<file path="src/sv/fraction_reducer_gcd_unit_macros.svh">
// Assertion macros for the fraction reducer controller.
`ifndef FRACTION_REDUCER_GCD_UNIT_MACROS_SVH
`define FRACTION_REDUCER_GCD_UNIT_MACROS_SVH
`ifndef SYNTHESIS
// Same-cycle implication, disabled during reset.
`define FRG_ASSERT_IMP(label, clk, rst, ante, cons) \
  label: assert property (@(posedge clk) disable iff (rst) (ante) |-> (cons)) \
    else $error("frg assertion failed");
// Next-cycle implication, disabled during reset.
`define FRG_ASSERT_NXT(label, clk, rst, ante, cons) \
  label: assert property (@(posedge clk) disable iff (rst) (ante) |=> (cons)) \
    else $error("frg assertion failed");
`else
`define FRG_ASSERT_IMP(label, clk, rst, ante, cons)
`define FRG_ASSERT_NXT(label, clk, rst, ante, cons)
`endif
`endif

</file>
<file path="src/sv/frg_pkg.sv">
// Types and constants shared by the fraction reducer modules.
package frg_pkg;

  localparam int VALUE_WIDTH = 14;
  localparam int CNT_W       = $clog2(VALUE_WIDTH);

  typedef logic [VALUE_WIDTH-1:0] value_t;
  typedef logic [CNT_W-1:0]       cnt_t;

  localparam value_t MAX_VALUE_RESET = VALUE_WIDTH'(10000);
  localparam cnt_t   DIV_LAST        = CNT_W'(VALUE_WIDTH - 1);

  typedef enum logic [3:0] {
    S_IDLE = 4'b0001,
    S_GCD  = 4'b0010,
    S_DIV  = 4'b0100,
    S_HOLD = 4'b1000
  } state_t;

  // controller -> datapath
  typedef struct packed {
    logic load;
    logic gcd_step;
    logic div_step;
    logic out_load;
  } cmd_t;

  // datapath -> controller
  typedef struct packed {
    logic err;
    logic gcd_done;
  } status_t;

endpackage

</file>
<file path="src/sv/fraction_reducer_gcd_unit.sv">
// Fraction reducer top level: reduces numerator/denominator to lowest terms.
//
// Input channel: in_valid/in_ready with numerator and denominator; a
// transaction completes when both are high. Output channel: out_valid/out_ready
// with reduced_numerator, reduced_denominator and input_error.
// cfg_we/cfg_wdata write max_value (reset value 10000).
// A zero input, or one above max_value, gives input_error = 1 and zero results.
// After acceptance the block runs binary GCD steps until x == y (each step
// drops at least one bit from the pair, so there are at most 26), then the
// two restoring dividers side by side, then loads the output register.
// An error item skips GCD and division and goes to the output register.
// One item is in work at a time; in_ready is high only while idle and comes
// back the cycle after the output register loads.
// The output register decouples the sides: the next item is taken and
// processed while a result waits, and it holds in the last state until the
// receiver takes the waiting result.
// Reset (rst, synchronous) empties the block and restores max_value.
module fraction_reducer_gcd_unit
  import frg_pkg::*;
(
  input  logic   clk,
  input  logic   rst,
  input  logic   cfg_we,
  input  value_t cfg_wdata,
  input  logic   in_valid,
  output logic   in_ready,
  input  value_t numerator,
  input  value_t denominator,
  output logic   out_valid,
  input  logic   out_ready,
  output value_t reduced_numerator,
  output value_t reduced_denominator,
  output logic   input_error
);

  cmd_t    cmd;
  status_t status;

  frg_controller u_ctrl (
    .clk       (clk),
    .rst       (rst),
    .in_valid  (in_valid),
    .in_ready  (in_ready),
    .out_valid (out_valid),
    .out_ready (out_ready),
    .status    (status),
    .cmd       (cmd)
  );

  frg_datapath u_dp (
    .clk                 (clk),
    .cfg_we              (cfg_we),
    .cfg_wdata           (cfg_wdata),
    .rst                 (rst),
    .numerator           (numerator),
    .denominator         (denominator),
    .cmd                 (cmd),
    .status              (status),
    .reduced_numerator   (reduced_numerator),
    .reduced_denominator (reduced_denominator),
    .input_error         (input_error)
  );

endmodule

</file>
<file path="src/sv/frg_datapath.sv">
// Datapath: limit register, binary GCD, two restoring dividers, result register.
module frg_datapath
  import frg_pkg::*;
(
  input  logic    clk,
  input  logic    cfg_we,
  input  value_t  cfg_wdata,
  input  logic    rst,
  input  value_t  numerator,
  input  value_t  denominator,
  input  cmd_t    cmd,
  output status_t status,
  output value_t  reduced_numerator,
  output value_t  reduced_denominator,
  output logic    input_error
);

  value_t max_value;
  value_t x, y;          // gcd working pair
  value_t n, d;          // dividends, later quotients
  value_t rem_n, rem_d;
  logic   err;

  value_t x_next, y_next, n_next, d_next;
  value_t rem_n_next, rem_d_next;
  logic   bad;

  function automatic logic [2*VALUE_WIDTH-1:0] div_step_f(value_t rem, value_t dv,
                                                          value_t dvs);
    logic [VALUE_WIDTH:0] t;
    logic                 qbit;
    value_t               rem_o;
    t     = {rem, dv[VALUE_WIDTH-1]};
    qbit  = (t >= {1'b0, dvs});
    rem_o = qbit ? VALUE_WIDTH'(t - {1'b0, dvs}) : t[VALUE_WIDTH-1:0];
    return {rem_o, dv[VALUE_WIDTH-2:0], qbit};
  endfunction

  assign bad = (numerator == '0) || (denominator == '0) ||
               (numerator > max_value) || (denominator > max_value);

  assign status.err      = err;
  assign status.gcd_done = (x == y);

  always_comb begin
    x_next     = x;
    y_next     = y;
    n_next     = n;
    d_next     = d;
    rem_n_next = rem_n;
    rem_d_next = rem_d;
    if (cmd.gcd_step) begin
      // both even: common factor of two comes out of the dividends too
      if (!x[0] && !y[0]) begin
        x_next = x >> 1;
        y_next = y >> 1;
        n_next = n >> 1;
        d_next = d >> 1;
      end else if (!x[0]) begin
        x_next = x >> 1;
      end else if (!y[0]) begin
        y_next = y >> 1;
      end else if (x > y) begin
        x_next = (x - y) >> 1;
      end else begin
        y_next = (y - x) >> 1;
      end
    end else if (cmd.div_step) begin
      {rem_n_next, n_next} = div_step_f(rem_n, n, x);
      {rem_d_next, d_next} = div_step_f(rem_d, d, x);
    end
  end

  always_ff @(posedge clk) begin
    if (rst) begin
      max_value <= MAX_VALUE_RESET;
    end else if (cfg_we) begin
      max_value <= cfg_wdata;
    end
  end

  always_ff @(posedge clk) begin
    if (cmd.load) begin
      x     <= numerator;
      y     <= denominator;
      n     <= numerator;
      d     <= denominator;
      rem_n <= '0;
      rem_d <= '0;
      err   <= bad;
    end else begin
      x     <= x_next;
      y     <= y_next;
      n     <= n_next;
      d     <= d_next;
      rem_n <= rem_n_next;
      rem_d <= rem_d_next;
    end
  end

  always_ff @(posedge clk) begin
    if (cmd.out_load) begin
      reduced_numerator   <= err ? '0 : n;
      reduced_denominator <= err ? '0 : d;
      input_error         <= err;
    end
  end

endmodule

</file>
<file path="src/sv/frg_controller.sv">
// Controller: sequences load, GCD, division and result hand-off.
`include "fraction_reducer_gcd_unit_macros.svh"
module frg_controller
  import frg_pkg::*;
(
  input  logic    clk,
  input  logic    rst,
  input  logic    in_valid,
  output logic    in_ready,
  output logic    out_valid,
  input  logic    out_ready,
  input  status_t status,
  output cmd_t    cmd
);

  state_t state, state_next;
  cnt_t   cnt, cnt_next;
  logic   out_valid_next;

  assign in_ready = (state == S_IDLE);

  always_comb begin
    state_next = state;
    cnt_next   = cnt;
    cmd        = '0;
    case (state)
      S_IDLE: begin
        if (in_valid) begin
          cmd.load   = 1'b1;
          state_next = S_GCD;
        end
      end
      S_GCD: begin
        cnt_next = '0;
        if (status.err) begin
          state_next = S_HOLD;
        end else if (status.gcd_done) begin
          state_next = S_DIV;
        end else begin
          cmd.gcd_step = 1'b1;
        end
      end
      S_DIV: begin
        cmd.div_step = 1'b1;
        cnt_next     = cnt + cnt_t'(1);
        if (cnt == DIV_LAST) begin
          state_next = S_HOLD;
        end
      end
      S_HOLD: begin
        // wait for the result register to free up
        if (!out_valid || out_ready) begin
          cmd.out_load = 1'b1;
          state_next   = S_IDLE;
        end
      end
      default: begin
        state_next = S_IDLE;
      end
    endcase
  end

  always_comb begin
    out_valid_next = out_valid;
    if (out_valid && out_ready) begin
      out_valid_next = 1'b0;
    end
    if (cmd.out_load) begin
      out_valid_next = 1'b1;
    end
  end

  always_ff @(posedge clk) begin
    if (rst) begin
      state     <= S_IDLE;
      cnt       <= '0;
      out_valid <= 1'b0;
    end else begin
      state     <= state_next;
      cnt       <= cnt_next;
      out_valid <= out_valid_next;
    end
  end

  `FRG_ASSERT_NXT(a_accept_to_gcd, clk, rst, in_valid && in_ready, state == S_GCD)
  `FRG_ASSERT_NXT(a_gcd_to_div, clk, rst,
                  (state == S_GCD) && status.gcd_done && !status.err, state == S_DIV)
  `FRG_ASSERT_NXT(a_div_to_hold, clk, rst, (state == S_DIV) && (cnt == DIV_LAST), state == S_HOLD)
  `FRG_ASSERT_IMP(a_no_overwrite, clk, rst, cmd.out_load && out_valid, out_ready)

endmodule

</file>
<file path="config.mk">
export PLATFORM = sky130hd
export DESIGN_NAME = fraction_reducer_gcd_unit
export DESIGN_NICKNAME = d
export VERILOG_FILES = /design/src/sv/frg_pkg.sv /design/src/sv/fraction_reducer_gcd_unit.sv /design/src/sv/frg_datapath.sv /design/src/sv/frg_controller.sv
export VERILOG_INCLUDE_DIRS = /design/src /design/src/sv
export SDC_FILE = /design/constraint.sdc
export NUM_CORES = 1
export LEC_CHECK = 0
export BUFFER_PORTS_ARGS = -buffer_cell sky130_fd_sc_hd__buf_2
export CORE_MARGIN = 10
export CORE_UTILIZATION = 65
export CTS_CLUSTER_SIZE = 30
export DETAILED_ROUTE_END_ITERATION = 10
export PLACE_DENSITY = 0.86
export RECOVER_POWER = 50
export SLEW_MARGIN = 20
export SYNTH_ARGS = -nofsm -noshare
export SYNTH_HDL_FRONTEND = slang
export SYNTH_SLANG_ARGS = --single-unit
</file>
<file path="constraint.sdc">
create_clock -name clk -period 10.35 [get_ports clk]
set_clock_uncertainty 0.15 [all_clocks]
set_input_delay 1.5525 -clock clk [delete_from_list [all_inputs] [get_ports clk]]
set_output_delay 1.5525 -clock clk [all_outputs]
set_load 0.01 [all_outputs]
</file>
Word level (Yosys, flattened, before mapping)
Index checks and enable logic that the tools add are counted.
{"block": "op_classes", "add_sub_neg": 5, "magnitude_cmp": 5, "eq_ne": 14, "n_mux": 39, "bitwise": 1, "reduce_logical": 22}
{"operator": "14-bit two-way mux", "count": 22}
{"operator": "14-bit subtractor", "count": 4}
{"operator": "14-bit > comparator", "count": 3}
{"operator": "15-bit by 14-bit >= comparator with 1-bit output", "count": 2}
{"operator": "14-bit zero test", "count": 2}
{"operator": "4-bit two-way mux", "count": 5}
{"operator": "4-bit case mux with 4 select lines", "count": 1}
{"operator": "14-bit equality test", "count": 1}
{"operator": "4-bit != test (second input constant)", "count": 3}
{"operator": "1-bit two-way mux", "count": 10}
{"operator": "4-bit equality test (second input constant)", "count": 2}
{"operator": "4-bit case mux with 2 select lines", "count": 1}
{"operator": "2-bit AND reduction", "count": 3}
{"operator": "3-bit AND reduction", "count": 2}
{"operator": "2-bit nonzero test", "count": 3}
{"operator": "3-bit nonzero test", "count": 2}
{"operator": "4-bit by 1-bit adder with 4-bit output (second input constant)", "count": 1}
{"operator": "4-bit by 1-bit equality test with 1-bit output (second input constant)", "count": 1}
{"operator": "4-bit by 2-bit equality test with 1-bit output (second input constant)", "count": 1}
{"operator": "4-bit by 3-bit equality test with 1-bit output (second input constant)", "count": 1}
{"operator": "1-bit logical OR", "count": 4}
{"operator": "2-bit by 1-bit != test with 1-bit output (second input constant)", "count": 2}
{"operator": "4-bit AND reduction", "count": 1}
{"operator": "1-bit zero test", "count": 3}
{"operator": "5 further kinds", "count": 6}
{"block": "word_totals", "ff_bits": 137, "in_bits": 47, "word_cells": 102}

Longest topological paths before layout
{"block": "logic_depth", "ltp_word": 7, "depth_mapped": 12, "mapped_depth_nobuf": 12}

Hierarchy
A second synthesis with hierarchy kept.
{"block": "unflattened", "hier_cells": 1096, "area_unflattened_um2": 9897.0}
{"module": "frg_datapath", "n_inst": 1, "cells_per_inst": 1038, "area_each_um2": 9399.0, "seq_area_each_um2": 3423.3}
{"module": "frg_controller", "n_inst": 1, "cells_per_inst": 58, "area_each_um2": 498.0, "seq_area_each_um2": 180.2}

Worst setup path before layout
No wires, ideal clock.
{"block": "synth_path", "path_kind": "input to register", "start": "in in_valid", "end": "reg u_dp.d[0] (enable)", "setup_time_ps": 525, "arrival_ps": 2922, "t_required_ps": 9675, "slack_ps": 6753, "path_stages": 4, "path_buffers": 2, "path_cell_list": "nand2_1 clkbuf_1 clkbuf_1 nand3_1"}
{"block": "synth_between", "elab_chain_len": 4, "word_cells_on_any_way": 5}
{"element": "from (decl)", "line_no": "fraction_reducer_gcd_unit.sv:25", "text": "input logic in_valid,"}
{"element": "1-bit two-way mux *", "line_no": "frg_controller.sv:28", "text": "if (in_valid) begin"}
{"element": "1-bit two-way mux *", "line_no": "frg_controller.sv:26", "text": "case (state)"}
{"element": "3-bit by 1-bit != test with 1-bit output (no line) / 3-bit nonzero test (equally long branches)"}
{"element": "2-bit AND reduction (no line) *"}
{"element": "to (signal assigned)", "line_no": "frg_datapath.sv:87", "text": "d <= denominator;"}
{"element": "to (signal assigned)", "line_no": "frg_datapath.sv:95", "text": "d <= d_next;"}
{"element": "to (decl)", "line_no": "frg_datapath.sv:20", "text": "value_t n, d;"}
Every way passes the cells marked *; elsewhere a longest branch is shown, timed or not.
A chain may end at the register's enable or synchronous reset.

Worst setup path in the final report
{"block": "layout_path", "start": "in in_valid", "end": "reg u_dp.y[4] (enable)"}
{"block": "layout_between", "elab_chain_len": 4, "word_cells_on_any_way": 6}
{"element": "1-bit two-way mux *", "line_no": "frg_controller.sv:28"}
{"element": "1-bit two-way mux *", "line_no": "frg_controller.sv:26"}
{"element": "4-bit != test (no line) (tied with other cells)"}
{"element": "3-bit AND reduction (no line) *"}
{"element": "to (signal assigned)", "line_no": "frg_datapath.sv:85", "text": "y <= denominator;"}
{"element": "to (signal assigned)", "line_no": "frg_datapath.sv:93", "text": "y <= y_next;"}
{"element": "to (decl)", "line_no": "frg_datapath.sv:19", "text": "value_t x, y;"}
Marks and branches as above.

==> qor.yml <==
overflow: 0
cts_buffers: 17
antenna_found_initial: 0
die_y_um: 139
crit_path_end_kind: "flip-flop"
h-tree-depth: 4
slew_violations: 175
max_slew_margin: -0.439
hp-class: "reg2reg"
post-synth-top-count-cell: "nand2_1"
routed.top_layer: "met4"
cp_slowest_cell: "clkbuf_1"
syn_nets: 1143
crit_buf_inv: 4
min_period_ps: 5540
post_cts_resized: 0
critPathArrivalTime_ps: 5530
finalWirelength_um: 25800
syn_avg_cell_area_um2: 9.15
cpPeakStageDelay_ps: 1540
yosys-top-cells-count: "nand2_1, nor2_1, edfxtp_1, ha_1, o21ai_0"
drive_gt1_frac: 0.0919
violations: "max-capacitance violations, max-slew violations"
route.met3.wl_um: 2740
cp_common_cell: "clkbuf_1"
drtAntennaViolNets: 0
synth_edf_count: 86
die_w_um: 139
path_clk_slew_ps: 60
synth-adder-area-share: 0.126
wl_per_cell_um: 20.6
cp_max_fo: 50
pwr_density_cell_mw_per_mm2: 217
place_area_mm2: 0.00971
cts_tree: "yes"
drt-met1-wl_um: 10200
nFillCells: 1024
synth_top_family_by_area: "compound AO/OA/AOI/OAI gates"
ios: 78
synthArstFlopShare: 0
crit_chain: "clkbuf_1 -> nand2_1 -> clkbuf_1 -> clkinv_1 -> buf_4 -> nor2_1 -> a21oi_2"
dp_hpwl_um: 18600
cellLeakagePower_nw: 4.37
crit_family: "buffers and inverters"
core_mm2: 0.0139
postCtsHoldBufs: 0
row_count: 43
nNetsFinal: 1202
worstSetupStartpointType: "input port"
final_hold_viol_count: 0
wl_met2_um: 11900
holdWs_ps: 334
drt-vias-per-instance: 6.55
clk_latency_ps: 440
area_delta_synth_final_pct: 11.2
synth.mux.area_fraction: 0.0386
tightest_slew_ps: 2160
drc: 0
first_pass_iters: 6
status: "complete, but fails checks"
synthesis.area_mm2: 0.00921
ys.flop_type: "edfxtp_1"
syn_inst: 1006
post-route-period-util: 0.536
synth_compound_gate_area_share: 0.189
ys_seq_area_frac: 0.391
n_antenna_cell: 0
drtIter0Drc: 1000
clock-sinks: 137
grt_pass1_vias: 8029
clock.fmax_ghz: 0.180
synth_top_area_frac: 0.281
port_buffers: 77
rsz0062_at_grt: "false"
synth_area_leader_cell: "edfxtp_1"
vdd_drop_max_uv: 152
yosys.area_share.simple: 0.173
fin_tns_setup_ps: 0
worst-setup-path-type: "in2reg"
routed-via-count: 8233
grt_usage: 0.262
setup_violations: 0
ctsRootBufferMaster: "clkbuf_16"
synthTopCellsByArea: "edfxtp_1, ha_1, dfxtp_1"
fin_area_mm2: 0.0102
cts_buffer_depth: 2
grt_max_degree: 51
ys_types: 66
gp_congestion: 0.981
yosysWarnings: 0
dieArea_mm2: 0.0193
drv_cap: 5
synth_xor_area_frac: 0.0362
grt_pass1_wl_um: 41600
post-cts-setup-buffers: 0
initial_core_util: 0.663
ys_ff_latch: 137
crit_required_ps: 10340
==> state kept, by name, summed over array words and instances (netlist names) <==
| signal | count |
|---|---|
| u_dp.d | 14 |
| u_dp.max_value | 14 |
| u_dp.n | 14 |
| u_dp.reduced_denominator | 14 |
| u_dp.reduced_numerator | 14 |
| u_dp.rem_d | 14 |
| u_dp.rem_n | 14 |
| u_dp.x | 14 |
| u_dp.y | 14 |
| u_ctrl.cnt | 4 |
| u_ctrl.state | 4 |
| u_ctrl.out_valid | 1 |
| u_dp.err | 1 |
| u_dp.input_error | 1 |
==> area by class of cell <==
cell class,count,area (um2),share of cell area
clock buffers,17,425,0.0415
clock inverters,14,165,0.0161
inverters,63,236,0.0231
multi-input cells,760,5190,0.507
flip-flops and latches,137,3600,0.352
well taps,180,225,0.0220
repair buffers,86,390,0.0381
==> cells by family (layout without fill, tap and decap cells) <==
| kind of cell | count (synthesis) | in the layout |
|---|---|---|
| compound gates | 265 | 265 |
| simple gates | 332 | 332 |
| fa+ha+maj | 90 | 90 |
| mux | 35 | 35 |
| flops | 137 | 137 |
| buf+inv | 109 | 180 |
| xor+xnor | 38 | 38 |
==> power by group <==
part	internal [W]	switching (W)	total, W	leakage, nW
Clock	0.000360	0.000264	0.000624	0.289
Combinational	0.000322	0.000523	0.000845	2.86
Sequential	0.000685	0.0000658	0.000751	1.22
==> stage by stage <==
step	setup WS, ps	std cells	total power, W	util
floorplan	6750	1006	0.00136	-
detailed placement	5940	1226	0.00157	0.699
CTS	6320	1257	0.00220	0.742
global placement	5990	1226	0.00155	0.699
finish	4810	1257	0.00222	0.738
global route	4450	1257	0.00233	0.738
==> cell usage in the layout, fill, tap and decap left out, types with 15 or more instances in the layout <==
master,netlist,final
nor2_1,90,89
clkbuf_16,0,17
edfxtp_1,86,86
inv_1,62,62
mux2i_1,31,31
a22oi_1,26,26
ha_1,86,86
xor2_1,15,15
clkbuf_1,40,40
o21ai_0,67,67
buf_2,3,42
nand3_1,32,32
nand4_1,17,17
nand2_1,95,95
a21o_1,23,23
nor2b_1,42,42
dfxtp_1,51,51
xnor2_1,23,23
a21oi_1,66,64
==> worst paths after layout <==
path / cells after the start / slack [ps] / endpoint / startpoint
min: 1 / 330 / u_ctrl.cnt[3]$_SDFFE_PP0P_ / u_ctrl.cnt[3]$_SDFFE_PP0P_
max reg2reg: 9 / 5300 / u_dp.y[4]$_DFFE_PP_ / u_ctrl.state[1]$_SDFFE_PP0P_
max: 7 / 4810 / u_dp.y[4]$_DFFE_PP_ / in_valid
min reg2reg: 1 / 330 / u_ctrl.cnt[3]$_SDFFE_PP0P_ / u_ctrl.cnt[3]$_SDFFE_PP0P_
==> layer usage <==
layer | global-route usage | vias to the layer above
met2 | 0.418 | 499
met4 | 0.111 | 0
li1 | - | 3796
met1 | 0.327 | 3827
met3 | 0.0719 | 111
met5 | 0 | -
Note: power is estimated with default switching activity, not from simulation.
